[config.mk]
export PLATFORM = sky130hd
export DESIGN_NAME = bzp_cordic
export DESIGN_NICKNAME = d
export VERILOG_FILES = /design/src/hw/rtl/bzp_pkg.sv /design/src/hw/rtl/bzp_cordic.sv
export SDC_FILE = /design/constraint.sdc
export NUM_CORES = 1
export LEC_CHECK = 0
export ABC_AREA = 1
export BUFFER_PORTS_ARGS = -buffer_cell sky130_fd_sc_hd__buf_2
export CAP_MARGIN = 15
export CORE_UTILIZATION = 60
export DETAILED_ROUTE_END_ITERATION = 10
export PLACE_DENSITY = 0.78
export SYNTH_ARGS = -nofsm -noshare
export SYNTH_HDL_FRONTEND = slang
export SYNTH_SLANG_ARGS = --single-unit
[constraint.sdc]
create_clock -name clk -period 8.7 [get_ports clk]
set_clock_uncertainty 0.2 [all_clocks]
set_input_delay 2.175 -clock clk [delete_from_list [all_inputs] [get_ports clk]]
set_output_delay 2.175 -clock clk [all_outputs]
set_load 0.05 [all_outputs]
[src/hw/rtl/bzp_pkg.sv]
`timescale 1ns / 1ps
// ----------------------------------------------------------------------------
// bzp_pkg
// Shared constants, tables and helpers of the pose-to-pose Bezier path core.
// ----------------------------------------------------------------------------
package bzp_pkg;

  localparam int POINTS       = 64;
  localparam int IDX_W        = $clog2(POINTS);
  localparam int COORD_W      = 32;
  localparam int CP_W         = 48;
  localparam int TRIG_W       = 34;
  localparam int CORDIC_STEPS = 24;
  localparam int CSTEP_W      = 5;
  localparam int LERP_W       = CP_W + IDX_W + 2;

  localparam logic [15:0]                GAIN_RESET = 16'd19661;
  localparam logic signed [TRIG_W-1:0]   CORDIC_K   = 34'sd652032874;
  localparam logic [IDX_W-1:0]           LAST_IDX   = IDX_W'(POINTS - 1);
  localparam logic signed [CP_W-1:0]     SAT_HI     = CP_W'((64'sd1 <<< (COORD_W - 1)) - 1);
  localparam logic signed [CP_W-1:0]     SAT_LO     = -SAT_HI - CP_W'(1);

  // arctan(2^-k) in 2^32 units per turn
  function automatic logic signed [TRIG_W-1:0] atan_lut(input logic [CSTEP_W-1:0] k);
    logic signed [TRIG_W-1:0] v;
    case (k)
      5'd0:  v = 34'sh020000000;
      5'd1:  v = 34'sh012E4051E;
      5'd2:  v = 34'sh009FB385B;
      5'd3:  v = 34'sh0051111D4;
      5'd4:  v = 34'sh0028B0D43;
      5'd5:  v = 34'sh00145D7E1;
      5'd6:  v = 34'sh000A2F61E;
      5'd7:  v = 34'sh000517C55;
      5'd8:  v = 34'sh00028BE53;
      5'd9:  v = 34'sh000145F2F;
      5'd10: v = 34'sh0000A2F98;
      5'd11: v = 34'sh0000517CC;
      5'd12: v = 34'sh000028BE6;
      5'd13: v = 34'sh0000145F3;
      5'd14: v = 34'sh00000A2FA;
      5'd15: v = 34'sh00000517D;
      5'd16: v = 34'sh0000028BE;
      5'd17: v = 34'sh00000145F;
      5'd18: v = 34'sh000000A30;
      5'd19: v = 34'sh000000518;
      5'd20: v = 34'sh00000028C;
      5'd21: v = 34'sh000000146;
      5'd22: v = 34'sh0000000A3;
      5'd23: v = 34'sh000000051;
      default: v = '0;
    endcase
    return v;
  endfunction

  function automatic logic signed [COORD_W-1:0] sat_coord(input logic signed [CP_W-1:0] v);
    logic signed [COORD_W-1:0] r;
    if (v > SAT_HI) begin
      r = SAT_HI[COORD_W-1:0];
    end else if (v < SAT_LO) begin
      r = SAT_LO[COORD_W-1:0];
    end else begin
      r = v[COORD_W-1:0];
    end
    return r;
  endfunction

endpackage

[src/hw/rtl/bzp_cordic.sv]
`timescale 1ns / 1ps
// ----------------------------------------------------------------------------
// bzp_cordic
// Iterative CORDIC sine and cosine of a binary angle, Q3.30 results.
// ----------------------------------------------------------------------------
module bzp_cordic (
  input  logic                              clk,
  input  logic                              rst_n,
  input  logic                              start,
  input  logic [15:0]                       angle,
  output logic signed [bzp_pkg::TRIG_W-1:0] cos_q,
  output logic signed [bzp_pkg::TRIG_W-1:0] sin_q,
  output logic                              done
);
  import bzp_pkg::*;

  logic signed [TRIG_W-1:0]  x_r, x_nxt, y_r, y_nxt, z_r, z_nxt;
  logic [CSTEP_W-1:0]        cnt_r, cnt_nxt;
  logic                      neg_r, neg_nxt;
  logic                      busy_r, busy_nxt;
  logic                      done_r, done_nxt;
  logic signed [16:0]        a17, af;
  logic                      fold;
  logic signed [TRIG_W-1:0]  xs, ys, at;

  // fold to +-quarter turn, flip the result sign
  always_comb begin
    a17  = signed'({angle[15], angle});
    af   = a17;
    fold = 1'b0;
    if (a17 > 17'sd16384) begin
      af   = a17 - 17'sd32768;
      fold = 1'b1;
    end else if (a17 < -17'sd16384) begin
      af   = a17 + 17'sd32768;
      fold = 1'b1;
    end
  end

  assign xs = x_r >>> cnt_r;
  assign ys = y_r >>> cnt_r;
  assign at = atan_lut(cnt_r);

  always_comb begin
    x_nxt    = x_r;
    y_nxt    = y_r;
    z_nxt    = z_r;
    cnt_nxt  = cnt_r;
    neg_nxt  = neg_r;
    busy_nxt = busy_r;
    done_nxt = 1'b0;
    if (start) begin
      x_nxt    = CORDIC_K;
      y_nxt    = '0;
      z_nxt    = signed'({af[16], af, 16'b0});
      cnt_nxt  = '0;
      neg_nxt  = fold;
      busy_nxt = 1'b1;
    end else if (busy_r) begin
      if (z_r >= 0) begin
        x_nxt = x_r - ys;
        y_nxt = y_r + xs;
        z_nxt = z_r - at;
      end else begin
        x_nxt = x_r + ys;
        y_nxt = y_r - xs;
        z_nxt = z_r + at;
      end
      cnt_nxt = cnt_r + CSTEP_W'(1);
      if (cnt_r == CSTEP_W'(CORDIC_STEPS - 1)) begin
        busy_nxt = 1'b0;
        done_nxt = 1'b1;
      end
    end
  end

  always_ff @(posedge clk) begin
    if (!rst_n) begin
      busy_r <= 1'b0;
      done_r <= 1'b0;
    end else begin
      busy_r <= busy_nxt;
      done_r <= done_nxt;
    end
  end

  always_ff @(posedge clk) begin
    x_r   <= x_nxt;
    y_r   <= y_nxt;
    z_r   <= z_nxt;
    cnt_r <= cnt_nxt;
    neg_r <= neg_nxt;
  end

  assign cos_q = neg_r ? -x_r : x_r;
  assign sin_q = neg_r ? -y_r : y_r;
  assign done  = done_r;

endmodule

Yosys cells after proc, flatten, opt, wreduce, memory -nomap -nowiden. Memory sizes are Yosys's and may differ from the RTL's. A register that Yosys moved wholly into a read port is not among the register bits. Cells that the tools add are included.

Bits in registers: 110. ROM bits: 960. Input port bits: 19. Output and inout bits: 69. Word-level logic and storage cells: 46. Memories kept: 1.

Memory list: (name not given) (depth 32, width 30, read ports 1, clocked after memory_dff 1, write ports 0, RTL line bzp_pkg.sv:26) `case (k)`.

$add $sub $neg: 11. $lt $le $gt $ge: 3. Equality and inequality tests: 1. Shift-type cells: 2. Multiplexer cells: 16. Bitwise gates (word level): 2. Reduce and logical (&&, ||, !) cells: 2.

Operators by type and width (count): $mux W34 (7); $add A34 B34 Y34 (3); $sub A34 B34 Y34 (3); $neg A34 Y34 (2); $sshr A34 B5 Y34 (2); $ge A34 B1 Y1 const B (1); $mux W17 (2); $add A16 B17 Y17 const B (1); $sub A16 B17 Y17 const B (1); $gt A16 B16 Y1 const B (1); $lt A16 B15 Y1 const B (1); $mux W5 (2); $add A5 B1 Y5 const B (1); $eq A5 B5 Y1 const B (1); $mux W1 (5); $reduce_or A3 Y1 (1); $not A1 Y1 (2); $reduce_bool A2 Y1 (1).

Logic depth before layout (Yosys ltp).
Depth after elaboration: 4. Mapped depth: 39.

Worst setup path before layout. Ideal clock, no wire load.

Path kind: register to output. Start point: reg x_r[1]. End point: out cos_q[32] (netlist bit). Data arrival time: 2933 ps. Slack: 3392 ps. Stages on the path, launching flop included: 16. Path buffers: 0. Cell sequence: dfxtp_1 inv_1 ha_1 inv_1 nor3_1 nand3_1 nor3_2 nand2_1 o31ai_2 o21ai_2 nor2_2 o21ai_0 nor2_1 o21ai_1 nor2_1 xor2_1.

Longest elaborated chain between the ends: 2.

RTL lines: start, declared (RTL line bzp_cordic.sv:17) `logic signed [TRIG_W-1:0] x_r, x_nxt, y_r, y_nxt, z_r, z_nxt;`; start signal, assigned (RTL line bzp_cordic.sv:88) `x_r <= x_nxt;`; $neg A34 Y34 (RTL line bzp_cordic.sv:95) `assign cos_q = neg_r ? -x_r : x_r;`; $mux W34 (RTL line bzp_cordic.sv:95); end, declared (RTL line bzp_cordic.sv:11) `output logic signed [bzp_pkg::TRIG_W-1:0] cos_q,`.

Every way passes these cells.

Final worst setup path.
Start point: reg y_r[1]. End point: out sin_q[32] (netlist bit).

Longest elaborated chain between the ends: 2.

RTL lines: start, declared (RTL line bzp_cordic.sv:17); start signal, assigned (RTL line bzp_cordic.sv:89) `y_r <= y_nxt;`; $neg A34 Y34 (RTL line bzp_cordic.sv:96) `assign sin_q = neg_r ? -y_r : y_r;`; $mux W34 (RTL line bzp_cordic.sv:96); end, declared (RTL line bzp_cordic.sv:12) `output logic signed [bzp_pkg::TRIG_W-1:0] sin_q,`.

Every way passes these cells.

==> out/qor.csv <==
stage;metric;value;unit
detailed_routing;drt pass-1 iters;6;
worst_setup_path;Worst path slowest cell;dfxtp_1;
worst_setup_path;Worst Path Max Fanout;5;
global_route;global-route wire length before repair;96300;um
clock_network;deepest clock path buffer count;2;
final_layout;# diodes;0;
yosys;Top FF cell, synth;dfxtp_1;
yosys;most frequent cell after synthesis;nand2_1;
placed_design;dpl cells;3332;
clock_network;# hold bufs at CTS;0;
die;Core Region;0.0290;sq mm
final_layout;Multi-input gate area;0.0132;sq mm
final_layout;fin area;0.0189;sq mm
timing;RSZ-0062 raised after global routing;false;
global_route;initial antenna violation count;1;
worst_setup_path;CP Class;flop to primary output;
clock_network;Resized Gates After CTS;0;
worst_setup_path;CP cell instances;inv_1 > ha_1 > nand3_1 > nor3_1 > nand3_1 > nor3_1 > nand3_1 > nor2_1 > nand2_1 > inv_1 > nand4_1 > o21ai_1 > o21ai_0 > nor2_1 > xor2_1 > buf_2;
final_layout;Final #Nets;3101;
hold_path;hold crit path type;flop to flop;
power;Net Sw Frac;59.4;%
power;Switch Pwr;4.48;mW
clock_network;Worst-path clk slew;0.07;ns
timing;Worst slew margin;33.4;%
timing;FMAX;0.158;GHz
detailed_routing;DRC Markers;0;
final_layout;Reg area;0.00300;sq mm
die;Die W;174;um
clock_network;clock tree root buffer cell;clkbuf_16;
timing;setup TNS;0;ns
die;die area;0.0304;sq mm
detailed_routing;per-cell routed wire length;18.1;um
detailed_routing;antenna-violating nets left;0;
placed_design;GPL Wtd Cong;1.05;
run;Max Cap Violations;0;
timing;Tcrit/Tclk final;72.7;%
yosys;synth cell count leaders;740 x nand2_1, 420 x nand3_1, 278 x nor2_1, 253 x inv_1, 170 x a21oi_1;
detailed_routing;final wirelength;60800;um
detailed_routing;vias;20640;
worst_setup_path;most used cell, CP;nand3_1;
timing;Max Slew Vio Count;0;
placed_design;placed inst area;0.0183;sq mm
clock_network;clk_lat worst skew;0.46;ns
timing;final setup vio count;0;
yosys;Synthesized Nets;3100;
power;PwrDens;399;mW/mm^2
global_route;vias in the first global route;18799;
clock_network;htree depth;4;
placed_design;post-DP HPWL;46700;um
yosys;cell area after synthesis;0.0178;sq mm
die;die height;174;um
yosys;synthesized flop and latch total;140;
global_route;total grt overflow;0;
power;internal power;3.06;mW
global_route;gr usage total;39.4;%
worst_setup_path;Crit path max-delay family;simple AND/OR/NAND/NOR gates;
yosys;biggest area consumer among synthesized cells;nand2_1;
yosys;synthesized area per cell;6.02;sq um
yosys;Post-Synthesis Cells;2966;
yosys;share of synthesized registers carrying an async set or reset;0;%
worst_setup_path;CP max stage delay;0.39;ns
die;boundary pin count;88;
final_layout;share of cells above drive strength 1;9.40;%
placed_design;PortBufs;87;
timing;crit path time final;6.33;ns
clock_network;clock sink count;140;
yosys;largest cells by area after synthesis;nand2_1 16%, dfxtp_1 14%, nand3_1 12%;
status;status;completed;
final_layout;# fillers;2810;
clock_network;TritonCTS buffer count;17;
detailed_routing;Vias/cell;6.14;
worst_setup_path;Crit. End Element;primary output;
power;clock share of power;10.3;%
die;Initial Util;61.5;%
worst_setup_path;CP Buf/Inv Count;3;
power;sequential power share;15.3;%
yosys;Yosys top cell area share;15.6;%
global_route;largest net degree at the start of global routing;67;
yosys;Yosys warnings;0;
worst_setup_path;Data required, critical path;6.33;ns
clock_network;CTS tree;yes;
final_layout;P&R area growth vs syn;5.99;%
yosys;library cells used by synthesis;64;
timing;Final Hold Fails;0;
timing;final hold slack;0.275;ns
power;VDD IR max;0.260;mV
power;total power;7.54;mW
die;Row Count;62;
yosys;sequential fraction of the synthesis area;16.8;%
worst_setup_path;crit path DAT;3.95;ns
power;combinational share of power;74.4;%
worst_setup_path;startpoint types;flop;
power;leakage power;9.11;nW
final_layout;Non-Filler Instances;3364;
detailed_routing;Iter 0 DRT Violations;2353;
timing;Slew @ Worst Pin;0.998;ns
yosys;EDFF count, synth;19;
clock_network;setup repair bufs after CTS;0;
-- power by group through the flow --
stage	clock network, mW	registers, mW	logic (mW)
final	0.776	1.15	5.61
after global routing	0.802	1.16	6.15
after CTS	0.777	1.14	5.49
after detailed placement	0	1.15	5.44
after global placement	0	1.15	5.35
after floorplan	0	0.991	4.33
-- state kept, by name (all words and copies together) (netlist names) --
signal  flops
z_r        34
done        1
busy_r      1
y_r        34
x_r        34
cnt_r       5
at         30
neg_r       1
-- metal layers --
layer	part of all wire, %	up-vias	track usage, %
li1	-	9915	-
met1	41	9466	50.2
met2	47	1060	66.5
met3	7.9	199	4.79
met4	4.3	0	16.8
met5	0	-	0
-- kinds of logic (layout without fill, tap and decap cells) --
kind of cell | count (synthesis) | in the layout | synth area share [%]
and+or+nand+nor | 1634 | 1634 | 40.8
AOI/OAI and AO/OA | 479 | 479 | 15.1
buffers and inverters | 394 | 408 | 9.06
xor gates and xnor gates | 204 | 204 | 10.1
DFF | 140 | 140 | 16.8
adders and majority gates | 115 | 115 | 8.19
-- layout by cell type, fill, tap and decap left out, drive strengths merged, types with 3 or more instances in the layout --
master  synthesis  final
fa              3      3
o221ai          5      5
nor2          300    300
ha            112    112
nor3           40     40
o41ai           3      3
o31ai           4      4
clkinv          5      8
nand2         783    783
inv           265    273
nand4          26     26
a221oi          5      5
dfxtp         121    121
o22ai          34     34
buf            68    106
o21bai          6      6
a31oi          24     24
nand3b          4      4
o21ai         180    180
o211ai          9      9
a21boi          5      5
xnor2          69     69
nor4           16     16
edfxtp         19     19
xor2          135    135
clkbuf         56     18
or2            11     11
a21oi         172    172
o21a           11     11
nand3         448    448
a21o           10     10
-- stage by stage --
| step | setup WS [ns] | utilization (%) |
|---|---|---|
| global route | 1.97 | 65.2 |
| detailed placement | 2.74 | 63.1 |
| CTS | 2.48 | 65.2 |
| finish | 2.37 | 65.2 |
| global placement | 2.79 | 63.1 |
| floorplan | 3.39 | - |
-- worst reg2reg max path: cells and delay by family (launching register included) --
family / cells / cell delay (ns)
buf+inv: 8 / 1.64
fa+ha+maj: 2 / 0.53
compound gates: 4 / 1.26
simple gates: 18 / 1.97
xor+xnor: 1 / 0.17
flops: 1 / 0.31
-- cell type report --
cell class,count,share of cell area (%)
clock buffers,18,2.32
clock inverters,14,0.827
inverters,270,5.37
multi-input cells,2432,70.0
flip-flops and latches,140,15.8
well taps,384,2.54
repair buffers,106,3.06
-- path summary, 6_finish.rpt --
| path | startpoint | end | slack (ns) | cells past startpoint |
|---|---|---|---|---|
| setup / recovery | y_r[1] | sin_q[32] | 2.37 | 16 |
| hold / removal | z_r[3] | z_r[3] | 0.27 | 2 |
| setup reg to reg | cnt_r[1] | y_r[33] | 2.52 | 33 |
| hold reg to reg | z_r[3] | z_r[3] | 0.27 | 2 |
No activity file was read; power rests on OpenSTA's default activity.
